[src/sv/float_color_to_packed_format_macros.svh]
// Assertion macros for the colour pack block
`ifndef FLOAT_COLOR_TO_PACKED_FORMAT_MACROS_SVH
`define FLOAT_COLOR_TO_PACKED_FORMAT_MACROS_SVH
// implication checked on every clock edge outside reset
`define FCP_ASSERT_IMP(lbl, ante, cons) \
  lbl: assert property (@(posedge clk) disable iff (rst) (ante) |-> (cons)) \
    else $error("assertion failed");
// next-cycle implication
`define FCP_ASSERT_NEXT(lbl, ante, cons) \
  lbl: assert property (@(posedge clk) disable iff (rst) (ante) |=> (cons)) \
    else $error("assertion failed");
`endif

[src/sv/fcp_pkg.sv]
// Package: types, formats and helpers for the colour pack block
package fcp_pkg;
  localparam logic [1:0] FMT_RGBA8 = 2'd0;
  localparam logic [1:0] FMT_RGB10A2 = 2'd1;
  localparam logic [1:0] FMT_R11G11B10F = 2'd2;
  localparam logic [1:0] REG_PACK_FORMAT = 2'd0;
  localparam logic [1:0] REG_ROUND_EVEN = 2'd1;
  localparam logic [31:0] PF_CLAMP = 32'h47800000;
  localparam logic [31:0] ONE_BITS = 32'h3F800000;

  typedef struct packed {
    logic [1:0] pack_format;
    logic       round_to_even;
  } cfg_t;
endpackage

[src/sv/fcp_if.sv]
// Valid/ready channel interfaces for pixels and configuration
interface fcp_pix_if;
  logic        valid;
  logic        ready;
  logic [31:0] red_bits;
  logic [31:0] green_bits;
  logic [31:0] blue_bits;
  logic [31:0] alpha_bits;
  modport source (output valid, red_bits, green_bits, blue_bits, alpha_bits, input ready);
  modport sink (input valid, red_bits, green_bits, blue_bits, alpha_bits, output ready);
endinterface

interface fcp_out_if;
  logic        valid;
  logic        ready;
  logic [31:0] packed_pixel;
  modport source (output valid, packed_pixel, input ready);
  modport sink (input valid, packed_pixel, output ready);
endinterface

interface fcp_cfg_if;
  logic        valid;
  logic        ready;
  logic [1:0]  index;
  logic [31:0] data;
  modport source (output valid, index, data, input ready);
  modport sink (input valid, index, data, output ready);
endinterface

[src/sv/float_color_to_packed_format.sv]
// Top level: float RGBA to packed pixel converter
//   channel | dir | payload
//   pix_in  | in  | red/green/blue/alpha_bits (float32)
//   pix_out | out | packed_pixel
//   cfg     | in  | index, data
// One pixel per cycle unless the output stalls; registered in the lane register, then the output register.
// Four lanes work in parallel; the output register stalls only when full and
// not taken. Reset (rst, synchronous) clears valid flags and config.
module float_color_to_packed_format import fcp_pkg::*; (
  input logic clk,
  input logic rst,
  fcp_pix_if.sink   pix_in,
  fcp_out_if.source pix_out,
  fcp_cfg_if.sink   cfg
);
`include "float_color_to_packed_format_macros.svh"
  cfg_t        cfg_q;
  logic        s1_valid;
  logic [1:0]  s1_fmt;
  logic        out_valid;
  logic [31:0] out_pixel;
  logic        adv;
  logic        s1_adv;
  logic [9:0]  un_r, un_g, un_b, un_a;
  logic [10:0] pf_r, pf_g, pf_b;
  logic [10:0] pf_a_unused;
  logic [31:0] pixel_next;
  logic [1:0]  sel_rgb;
  logic [1:0]  sel_a;

  assign cfg.ready = 1'b1;
  // stage 2 moves when output free; stage 1 moves when it is empty or moves
  assign adv = !out_valid || pix_out.ready;
  assign s1_adv = !s1_valid || adv;
  assign pix_in.ready = s1_adv;
  assign sel_rgb = (cfg_q.pack_format == FMT_RGB10A2) ? 2'd1 : 2'd0;
  assign sel_a = (cfg_q.pack_format == FMT_RGB10A2) ? 2'd2 : 2'd0;

  // configuration registers
  always_ff @(posedge clk) begin
    if (rst) begin
      cfg_q <= '0;
    end else if (cfg.valid) begin
      if (cfg.index == REG_PACK_FORMAT) cfg_q.pack_format <= cfg.data[1:0];
      else if (cfg.index == REG_ROUND_EVEN) cfg_q.round_to_even <= cfg.data[0];
    end
  end

  fcp_lane u_r (.clk, .en(s1_adv), .bits_in(pix_in.red_bits), .scale_sel(sel_rgb),
    .is_blue(1'b0), .round_to_even(cfg_q.round_to_even), .unorm_val(un_r), .pf_val(pf_r));
  fcp_lane u_g (.clk, .en(s1_adv), .bits_in(pix_in.green_bits), .scale_sel(sel_rgb),
    .is_blue(1'b0), .round_to_even(cfg_q.round_to_even), .unorm_val(un_g), .pf_val(pf_g));
  fcp_lane u_b (.clk, .en(s1_adv), .bits_in(pix_in.blue_bits), .scale_sel(sel_rgb),
    .is_blue(1'b1), .round_to_even(cfg_q.round_to_even), .unorm_val(un_b), .pf_val(pf_b));
  fcp_lane u_a (.clk, .en(s1_adv), .bits_in(pix_in.alpha_bits), .scale_sel(sel_a),
    .is_blue(1'b0), .round_to_even(cfg_q.round_to_even), .unorm_val(un_a),
    .pf_val(pf_a_unused));

  fcp_merge u_merge (.fmt(s1_fmt), .un_r, .un_g, .un_b, .un_a, .pf_r, .pf_g, .pf_b,
    .pixel(pixel_next));

  // pipeline control
  always_ff @(posedge clk) begin
    if (rst) begin
      s1_valid <= 1'b0;
      out_valid <= 1'b0;
    end else begin
      if (s1_adv) s1_valid <= pix_in.valid;
      if (adv) out_valid <= s1_valid;
    end
  end

  // payload registers
  always_ff @(posedge clk) begin
    if (s1_adv) s1_fmt <= cfg_q.pack_format;
    if (adv && s1_valid) out_pixel <= (pf_a_unused == pf_a_unused) ? pixel_next : '0;
  end

  assign pix_out.valid = out_valid;
  assign pix_out.packed_pixel = out_pixel;

  `FCP_ASSERT_NEXT(a_hold, out_valid && !pix_out.ready, out_valid && $stable(out_pixel))
  `FCP_ASSERT_IMP(a_stall, s1_valid && out_valid && !pix_out.ready, !pix_in.ready)
  `FCP_ASSERT_NEXT(a_flow, pix_in.valid && pix_in.ready, s1_valid)
endmodule

[src/sv/fcp_lane.sv]
// One channel lane: unorm scale/round and packed-float conversion
module fcp_lane import fcp_pkg::*; (
  input  logic        clk,
  input  logic        en,
  input  logic [31:0] bits_in,
  input  logic [1:0]  scale_sel,    // 0: 255, 1: 1023, 2: 3
  input  logic        is_blue,
  input  logic        round_to_even,
  output logic [9:0]  unorm_val,
  output logic [10:0] pf_val
);
  logic        neg_or_nan;
  logic        ge_one;
  logic [23:0] mant;
  logic [7:0]  shr;
  logic [9:0]  scale;
  logic [33:0] prod;
  logic [57:0] fix;
  logic [57:0] shifted;
  logic [9:0]  ip;
  logic [47:0] frac;
  logic [31:0] sv_bits;
  logic [31:0] t;
  logic [7:0]  e;
  logic [23:0] m;
  logic [4:0]  s;
  logic [23:0] q;
  logic [24:0] rem;
  logic [24:0] half;
  logic [31:0] add;
  logic [31:0] r1;
  logic [31:0] r2;
  logic [31:0] tsum;
  logic [9:0]  unorm_next;
  logic [10:0] pf_next;

  // Unorm: scaled value x*S is exact in 34 bits (24b mantissa * 10b scale); the
  // float32 product rounds to 24 significant bits, then ties-to-even to integer.
  always_comb begin
    neg_or_nan = bits_in[31] || (bits_in[30:23] == 8'hFF && bits_in[22:0] != '0) ||
                 bits_in[30:0] == '0;
    ge_one = !bits_in[31] && bits_in[30:0] >= ONE_BITS[30:0];
    mant = {1'b1, bits_in[22:0]};
    case (scale_sel)
      2'd0:    scale = 10'd255;
      2'd1:    scale = 10'd1023;
      default: scale = 10'd3;
    endcase
    prod = {10'd0, mant} * {24'd0, scale};
    // round product to 24 significant bits, ties to even
    begin
      logic [33:0] pr;
      logic        top;
      top = prod[33] | prod[32] | prod[31] | prod[30] | prod[29] | prod[28] |
            prod[27] | prod[26] | prod[25] | prod[24];
      pr = prod;
      if (top) begin
        logic [4:0] k; logic [33:0] lsb; logic [33:0] hm; logic [33:0] lm;
        k = 5'd0;
        for (int i = 24; i < 34; i++) if (prod[i]) k = 5'(i - 23);
        lsb = 34'd1 << k;
        hm = lsb >> 1;
        lm = lsb - 34'd1;
        if ((prod & lm) > hm || ((prod & lm) == hm && (prod & lsb) != '0))
          pr = (prod & ~lm) + lsb;
        else
          pr = prod & ~lm;
      end
      fix = {24'd0, pr};
    end
    // value = fix * 2^(e-150); align to 24 fraction bits below the point
    shr = 8'd150 - bits_in[30:23];
    if (shr > 8'd57) shifted = '0;
    else shifted = (fix << 24) >> shr;
    ip = shifted[33:24];
    frac = {shifted[23:0], 24'd0};
    if (neg_or_nan) unorm_next = '0;
    else if (ge_one) unorm_next = scale;
    else if (frac[47] && (frac[46:0] != '0 || ip[0])) unorm_next = ip + 10'd1;
    else unorm_next = ip;

    // Packed float: clamp, rebias by 2^-112, add rounding, mask
    if (bits_in[31]) sv_bits = '0;
    else if (bits_in > PF_CLAMP) sv_bits = PF_CLAMP;
    else sv_bits = bits_in;
    e = sv_bits[30:23];
    m = {1'b1, sv_bits[22:0]};
    s = 5'd0; q = '0; rem = '0; half = '0;
    if (e >= 8'd113) t = sv_bits - 32'h38000000;
    else if (e == 8'd0 || e < 8'd88) t = '0;
    else begin
      s = 5'(8'd113 - e);
      q = m >> s;
      rem = {1'b0, m} & ((25'd1 << s) - 25'd1);
      half = 25'd1 << (s - 5'd1);
      if (rem > half || (rem == half && q[0])) q = q + 24'd1;
      t = {8'd0, q};
    end
    r1 = is_blue ? 32'h00020000 : 32'h00010000;
    r2 = is_blue ? 32'h0001FFFF : 32'h0000FFFF;
    if (round_to_even) begin
      add = (t >> 1) & r1;
      if (add < r2) add = r2;
    end else add = r1;
    tsum = t + add;
    if (is_blue) pf_next = {1'b0, tsum[27:18]};
    else pf_next = tsum[27:17];
  end

  always_ff @(posedge clk) begin
    if (en) begin
      unorm_val <= unorm_next;
      pf_val <= pf_next;
    end
  end
endmodule

[src/sv/fcp_merge.sv]
// Merging stage: packs the lane results into one pixel word
module fcp_merge import fcp_pkg::*; (
  input  logic [1:0]  fmt,
  input  logic [9:0]  un_r, un_g, un_b, un_a,
  input  logic [10:0] pf_r, pf_g, pf_b,
  output logic [31:0] pixel
);
  always_comb begin
    case (fmt)
      FMT_RGBA8:      pixel = {un_a[7:0], un_b[7:0], un_g[7:0], un_r[7:0]};
      FMT_RGB10A2:    pixel = {un_a[1:0], un_b, un_g, un_r};
      FMT_R11G11B10F: pixel = {pf_b[9:0], pf_g, pf_r};
      default:        pixel = '0;
    endcase
  end
endmodule
[src/flat_wrapper.sv]
// flat-port wrapper written by rule: the top's interface ports become plain ports
module float_color_to_packed_format_flat import fcp_pkg::*;
  (clk, rst, pix_in_valid, pix_in_red_bits, pix_in_green_bits, pix_in_blue_bits, pix_in_alpha_bits, pix_in_ready, pix_out_valid, pix_out_packed_pixel, pix_out_ready, cfg_valid, cfg_index, cfg_data, cfg_ready);
  fcp_pix_if pix_in_i ();
  fcp_out_if pix_out_i ();
  fcp_cfg_if cfg_i ();
  input logic clk;
  input logic rst;
  input wire logic [$bits(pix_in_i.valid)-1:0] pix_in_valid;
  input wire logic [$bits(pix_in_i.red_bits)-1:0] pix_in_red_bits;
  input wire logic [$bits(pix_in_i.green_bits)-1:0] pix_in_green_bits;
  input wire logic [$bits(pix_in_i.blue_bits)-1:0] pix_in_blue_bits;
  input wire logic [$bits(pix_in_i.alpha_bits)-1:0] pix_in_alpha_bits;
  output wire logic [$bits(pix_in_i.ready)-1:0] pix_in_ready;
  output wire logic [$bits(pix_out_i.valid)-1:0] pix_out_valid;
  output wire logic [$bits(pix_out_i.packed_pixel)-1:0] pix_out_packed_pixel;
  input wire logic [$bits(pix_out_i.ready)-1:0] pix_out_ready;
  input wire logic [$bits(cfg_i.valid)-1:0] cfg_valid;
  input wire logic [$bits(cfg_i.index)-1:0] cfg_index;
  input wire logic [$bits(cfg_i.data)-1:0] cfg_data;
  output wire logic [$bits(cfg_i.ready)-1:0] cfg_ready;
  assign pix_in_i.valid = pix_in_valid;
  assign pix_in_i.red_bits = pix_in_red_bits;
  assign pix_in_i.green_bits = pix_in_green_bits;
  assign pix_in_i.blue_bits = pix_in_blue_bits;
  assign pix_in_i.alpha_bits = pix_in_alpha_bits;
  assign pix_in_ready = pix_in_i.ready;
  assign pix_out_valid = pix_out_i.valid;
  assign pix_out_packed_pixel = pix_out_i.packed_pixel;
  assign pix_out_i.ready = pix_out_ready;
  assign cfg_i.valid = cfg_valid;
  assign cfg_i.index = cfg_index;
  assign cfg_i.data = cfg_data;
  assign cfg_ready = cfg_i.ready;
  float_color_to_packed_format u_core (.clk(clk), .rst(rst), .pix_in(pix_in_i), .pix_out(pix_out_i), .cfg(cfg_i));
endmodule
[config.mk]
export PLATFORM = sky130hd
export DESIGN_NAME = float_color_to_packed_format_flat
export DESIGN_NICKNAME = d
export VERILOG_FILES = /design/src/sv/fcp_pkg.sv /design/src/sv/fcp_if.sv /design/src/sv/float_color_to_packed_format.sv /design/src/sv/fcp_lane.sv /design/src/sv/fcp_merge.sv /design/src/flat_wrapper.sv
export VERILOG_INCLUDE_DIRS = /design/src /design/src/sv
export SDC_FILE = /design/constraint.sdc
export NUM_CORES = 2
export LEC_CHECK = 0
export BUFFER_PORTS_ARGS = -buffer_cell sky130_fd_sc_hd__buf_2
export CAP_MARGIN = 10
export CORE_UTILIZATION = 50
export DETAILED_ROUTE_END_ITERATION = 16
export GPL_TIMING_DRIVEN = 0
export MAX_ROUTING_LAYER = met4
export PLACE_DENSITY = 0.66
export REMOVE_ABC_BUFFERS = 1
export SLEW_MARGIN = 20
export SYNTH_ARGS = -nofsm -noshare
export SYNTH_HDL_FRONTEND = slang
export SYNTH_SLANG_ARGS = --single-unit
export TNS_END_PERCENT = 100
[constraint.sdc]
create_clock -name clk -period 40.1 [get_ports clk]
set_input_delay 8.02 -clock clk [delete_from_list [all_inputs] [get_ports clk]]
set_output_delay 8.02 -clock clk [all_outputs]
set_load 0.02 [all_outputs]
Yosys cells after proc, flatten, opt, wreduce, memory -nomap -nowiden. Index checks and enable logic that the tools add are counted.

Register bits after elaboration: 109. Input port bits: 167. Logic and storage cells: 333.

Add/subtract/negate cells: 34. $mul: 4. Order comparisons: 27. Equality and inequality tests: 17. Shift-type cells: 17. Multiplexer cells: 90. Bitwise logic cells: 56. Reduce and logical (&&, ||, !) cells: 75.

Operators by type and width (count): $and 34x34->34 (12); $mux 34 (11); $mux 5 (40); $mux 31 (6); $reduce_bool 23->1 (8); $shr 58x8->34 (3); $mux 28 (6); $shl 1x5->25 const A (6); $mux 24 (6); $add 34x34->34 (4); $eq 34x33->1 (4); $gt 34x33->1 (4); $mul 24x10->34 (4); $not 34->34 (4); $reduce_bool 34->1 (4); $shl 1x5->34 const A (4); $sub 34x1->34 const B (4); $ge 31x30->1 const B (4); $logic_not 31->1 (4); $gt 32x31->1 const B (3); $pmux 32 s3 (1); $add 28x28->28 (3); $sub 28x28->28 const B (3); $and 24x25->25 (3); 36 further kinds (169).

Longest topological paths before layout.
Depth in word-level cells: 31. Mapped depth: 61. Depth with buffers taken out: 51.

Modules after synthesis. From an unflattened synthesis, not the netlist that was laid out.

Cells, all modules: 10707. Area, all modules: 78729.3 µm².

By module, submodules not included: fcp_lane (u_core.u_g) (times used 1, cells each 2689, area each 19427.4 µm², sequential area each 630.6 µm²); fcp_lane (u_core.u_a) (times used 1, cells each 2620, area each 19289.8 µm², sequential area each 630.6 µm²); fcp_lane (u_core.u_b) (times used 1, cells each 2616, area each 19079.5 µm², sequential area each 630.6 µm²); fcp_lane (u_core.u_r) (times used 1, cells each 2634, area each 18948.2 µm², sequential area each 630.6 µm²); float_color_to_packed_format (times used 1, cells each 60, area each 1267.5 µm², sequential area each 1121.1 µm²); fcp_merge (times used 1, cells each 88, area each 716.9 µm², sequential area each 0.0 µm²).

Worst setup path before layout. Ideal clock, no wire load.

Path kind: input to register. Start: in pix_in_green_bits[7]. End: reg u_core.u_g.unorm_val[8], data pin. Library setup time: 0.273 ns. Data arrival time: 20.061 ns. Required time: 39.827 ns. Setup slack: 19.766 ns. Stages on the path: 52. Path buffers: 6. Cell sequence: inv_1 fa_1 inv_1 fa_1 inv_1 fa_1 inv_1 fa_1 inv_1 fa_1 inv_1 ha_1 buf_2 nand4_2 or4_4 and4_4 a2111oi_4 o211a_4 [... 16 more ...] o21a_1 a311o_1 a311oi_1 buf_2 a21boi_0 a21oi_2 nand4_1 mux2i_1 or2_4 mux4_2 nor2_1 a211o_1 a221oi_1 ha_1 and4_1 o31ai_1 a2111oi_0 a211oi_1.

Word-level cells in the longest chain between the ends: 27. Elaborated cells on any way between the ends: 50.

Ends and longest elaborated chain: start, declared (line flat_wrapper.sv:11) `input wire logic [$bits(pix_in_i.green_bits)-1:0] pix_in_green_bits;`; branches (longest 27 deep; another with $mul 24x10->34); end signal, assigned (line fcp_lane.sv:112) `unorm_val <= unorm_next;`; end, declared (line fcp_lane.sv:9) `output logic [9:0] unorm_val,`.

Parallel ways; which one is timed is not known. The select of a mux whose other input is x is not followed. A chain may end at the register's enable or synchronous reset.

Worst setup path after layout.
Start: in pix_in_blue_bits[5]. End: reg u_core.u_b.unorm_val[6], data pin.

Word-level cells in the longest chain between the ends: 27. Elaborated cells on any way between the ends: 50.

Ends and longest elaborated chain: start, declared (line flat_wrapper.sv:12) `input wire logic [$bits(pix_in_i.blue_bits)-1:0] pix_in_blue_bits;`; branches (longest 27 deep; another with $mul 24x10->34); end signal, assigned (line fcp_lane.sv:112); end, declared (line fcp_lane.sv:9).

Parallel ways; which one is timed is not known. The select of a mux whose other input is x is not followed.

==> flow_summary_export.csv <==
group,metric,value,unit
sta,skew,0.0114,ns
floorplan,boundaryPins,202,
setup_path,endpoint,"u_core.u_b.unorm_val[6]$_SDFFCE_PP0P_",
cts,number_of_buffers_inserted_by_hold_repair_at_cts,0,
cts,cts_resized,0,
finish,post_route_cells_drive_above_1_share,7.53,%
setup_path,worst_r2r_path_depth,47,
cts,cts_tree,"done",
setup_path,critical_path.max_fanout,28,
setup_path,worstSetupPathType,"input pin to flip-flop",
cts,clkTransAtPathRegs,0.08,ns
setup_path,critical_path_required,40.32,ns
cts,post-cts-setup-buffer-count,0,
global_route,grt_antenna_before_repair,17,
placed_design,place.gp.congestion,1.04,
finish,layout.area.seq,3220,um2
flow_run,max-cap-violations,0,
floorplan,die_area,142000,um2
sta,report.final.setup_viol,0,
routing,post-route-drc-count,0,
min_path,min-delay-path-class,"flip-flop to flip-flop",
sta,timing.final.hold_violations,0,
routing,routed-via-count,75495,
finish,layout.nets,10701,
setup_path,r2r-start,"u_core.cfg_q[1]$_SDFFE_PP0P_",
floorplan,fp-row-count,137,
sta,worst_slew_margin_rel,18.2,%
routing,final_antenna_net_count,0,
setup_path,timing.critical_path.arrival,24.42,ns
yosys,syn_area_per_cell,7.39,um2
yosys,number_of_enable_type_register_cells_in_the_synthesized_netlist,104,
sta,layout_min_cycle_time,24.20,ns
global_route,first_global_vias,71412,
global_route,maximum_number_of_pins_on_one_net_before_global_route_repair,75,
sta,worstMarginPinSlew,1.20,ns
cts,clockRootBuffer,"sky130_fd_sc_hd__clkbuf_16",
floorplan,initial_utilization,50.5,%
setup_path,crit_path_end_kind,"flip-flop",
finish,synthToLayoutAreaGrowth,4.89,%
sta,holdWs,0.535,ns
setup_path,cp_slowest_cell,"sky130_fd_sc_hd__a2111oi_1",
sta,post-route-period-util,60.4,%
finish,multi_input_comb_area,62100,um2
cts,cts_max_path_buffers,2,
yosys,ys_warn_count,0,
yosys,netlist_area,70400,um2
setup_path,critPathMostFrequentCell,"sky130_fd_sc_hd__inv_1",
yosys,synth-seq-cells,109,
routing,route.final.wire_length,276000,um
routing,detailedRoute.firstPassIterationCount,7,
routing,detail_route.iter0.violations,8738,
yosys,synth.distinct_cells,157,
sta,final_max_slew_viol_count,0,
finish,nFillCells,13884,
placed_design,io_buffers,170,
outcome,run_status,"completed",
cts,worst_skew_pair.late_latency,0.39,ns
yosys,synth_async_sr_flop_share,0,%
setup_path,startpoint,"pix_in_blue_bits[5]",
routing,wire_per_inst,24.5,um
floorplan,core_area,140000,um2
min_path,min-delay-start,"u_core.u_b.unorm_val[8]$_SDFFCE_PP0P_",
cts,clock_sinks,109,
yosys,sequential_to_total_area_share_from_yosys_stat,4.58,%
global_route,grt_remaining_overflow,0,
yosys,dominantRegCellSynth,"sky130_fd_sc_hd__edfxtp_1",
cts,cts.htree.levels,3,
setup_path,r2r_setup_slack,22.70,ns
routing,routed_via_density,6.71,
floorplan,dieHeight,377,um
global_route,grt_pass1_wl,427000,um
global_route,grt.total_usage,39.0,%
sta,finalSetupTns,0,ns
setup_path,worstSetupStartpointType,"input pin",
yosys,cells_after_synthesis,9531,
cts,tritoncts.num_buffers,9,
sta,unrepaired_setup_endpoints_after_global_routing,"false",
setup_path,critPathMaxStageDelay,0.97,ns
setup_path,rr_endpoint,"u_core.u_a.unorm_val[1]$_SDFFCE_PP0P_",
floorplan,floorplan.die.width,377,um
sta,fmax,41.3,MHz
placed_design,dp_hpwl,226000,um
==> placed cells by master, fill, tap and decap left out, types with 46 or more instances in the layout <==
cell type / Yosys / final
sky130_fd_sc_hd__o31ai_1: 68 / 67
sky130_fd_sc_hd__nor2_1: 800 / 794
sky130_fd_sc_hd__mux2_2: 46 / 46
sky130_fd_sc_hd__o21a_1: 107 / 107
sky130_fd_sc_hd__xnor2_1: 202 / 177
sky130_fd_sc_hd__inv_1: 1038 / 1036
sky130_fd_sc_hd__nor4_1: 99 / 99
sky130_fd_sc_hd__buf_2: 72 / 168
sky130_fd_sc_hd__nand2b_1: 74 / 74
sky130_fd_sc_hd__nand2_1: 984 / 982
sky130_fd_sc_hd__o211ai_1: 158 / 158
sky130_fd_sc_hd__o22ai_1: 65 / 64
sky130_fd_sc_hd__nand4_1: 196 / 196
sky130_fd_sc_hd__nor2b_1: 86 / 84
sky130_fd_sc_hd__edfxtp_1: 104 / 104
sky130_fd_sc_hd__or3_1: 74 / 74
sky130_fd_sc_hd__o21ai_0: 474 / 472
sky130_fd_sc_hd__a211oi_1: 151 / 149
sky130_fd_sc_hd__o211a_1: 53 / 53
sky130_fd_sc_hd__nor3_1: 288 / 286
sky130_fd_sc_hd__a21oi_1: 519 / 518
sky130_fd_sc_hd__ha_1: 611 / 605
sky130_fd_sc_hd__mux2i_1: 136 / 136
sky130_fd_sc_hd__and3_1: 106 / 106
sky130_fd_sc_hd__xor2_1: 128 / 109
sky130_fd_sc_hd__mux4_2: 52 / 52
sky130_fd_sc_hd__a211o_1: 62 / 62
sky130_fd_sc_hd__a31oi_1: 131 / 131
sky130_fd_sc_hd__a21o_1: 168 / 168
sky130_fd_sc_hd__conb_1: 2 / 56
sky130_fd_sc_hd__and2_1: 125 / 125
sky130_fd_sc_hd__nand3_1: 298 / 298
sky130_fd_sc_hd__fa_1: 560 / 560
==> registers in the layout, indices dropped and copies added (netlist names) <==
register                     count
u_core.pix_out.packed_pixel     32
u_core.u_g.unorm_val            10
u_core.u_r.pf_val               11
u_core.u_b.pf_val               10
u_core.s1_valid                  1
u_core.u_r.unorm_val            10
u_core.s1_fmt                    2
u_core.u_a.unorm_val             8
u_core.cfg_q                     3
u_core.u_b.unorm_val            10
u_core.u_g.pf_val               11
u_core.pix_out.valid             1
==> cell type report <==
cell class / count / share of cell area (%)
well taps: 1876 / 3.18
inverters: 1052 / 5.35
flip-flops and latches: 109 / 4.37
multi-input cells: 7947 / 84.0
clock inverters: 6 / 0.0864
diodes: 13 / 0.0441
clock buffers: 10 / 0.310
repair buffers: 244 / 2.61
==> kinds of logic after synthesis <==
logic type,count (synthesis),share of synthesized area [%]
buffers and inverters,1529,8.42
xor gates and xnor gates,336,4.27
AOI/OAI and AO/OA,2765,28.0
other,2,0.0107
DFF,109,4.58
muxes,234,4.33
adders and majority gates,1172,26.8
and+or+nand+nor,3384,23.6
==> per-layer routing <==
metal / global-route usage (%) / routed length (um)
met2: 59.2 / 122000
met3: 5.47 / 26000
met1: 53.4 / 119000
met4: 12.1 / 9450
met5: - / 0
==> per-stage QoR <==
stage / cells / worst slack (ns) / instance area, um2 / util (%)
2_1_floorplan: 9108 / 17.73 / 68600 / -
3_3_place_gp: 11154 / 9.00 / 71800 / 51.5
3_5_place_dp: 11228 / 15.91 / 73500 / 52.7
4_1_cts: 11244 / 16.31 / 73800 / 52.9
5_1_grt: 11254 / 15.03 / 73800 / 52.9
6_report: 11257 / 15.90 / 73800 / 52.9
==> worst max-delay path: cells and delay by family <==
| family | cells | cell delay (ns) |
|---|---|---|
| compound gates | 20 | 8.00 |
| fa+ha+maj | 8 | 3.98 |
| buf+inv | 11 | 2.11 |
| mux | 1 | 0.13 |
| simple gates | 9 | 2.10 |
==> Yosys cell counts, drive strengths merged (86+ instances only) <==
library cell | instances | share of area (%)
nand2 | 985 | 5.3
nor2b | 86 | 0.76
edfxtp | 104 | 4.4
fa | 560 | 16
and3 | 110 | 1.0
a211oi | 162 | 1.8
buf | 135 | 0.99
and2 | 133 | 1.2
a31oi | 135 | 1.2
xnor2 | 204 | 2.6
ha | 611 | 11
o211ai | 166 | 1.8
nor4 | 109 | 1.1
nor3 | 301 | 2.2
o21ai | 522 | 3.8
nand3 | 302 | 2.2
nor2 | 808 | 4.4
o21a | 109 | 1.2
xor2 | 131 | 1.7
a21o | 168 | 1.8
a21oi | 535 | 3.9
mux2i | 136 | 1.9
nand4 | 200 | 1.8
inv | 1045 | 5.6
clkbuf | 342 | 1.8
==> worst min-delay path by stage <==
stage	slack [ns]	depth (start not counted)	to
3_3_place_gp	0.51	2	u_core.pix_out.packed_pixel[29]$_DFFE_PP_
5_1_grt	0.56	2	u_core.pix_out.packed_pixel[28]$_DFFE_PP_
6_report	0.54	2	u_core.pix_out.packed_pixel[28]$_DFFE_PP_
2_1_floorplan	0.44	0	u_core.s1_fmt[1]$_DFFE_PP_
4_1_cts	0.54	2	u_core.pix_out.packed_pixel[28]$_DFFE_PP_
3_5_place_dp	0.53	2	u_core.pix_out.packed_pixel[28]$_DFFE_PP_
Power is not shown: default switching activity piles up to over one toggle a cycle in this logic, so the estimate is an artifact.
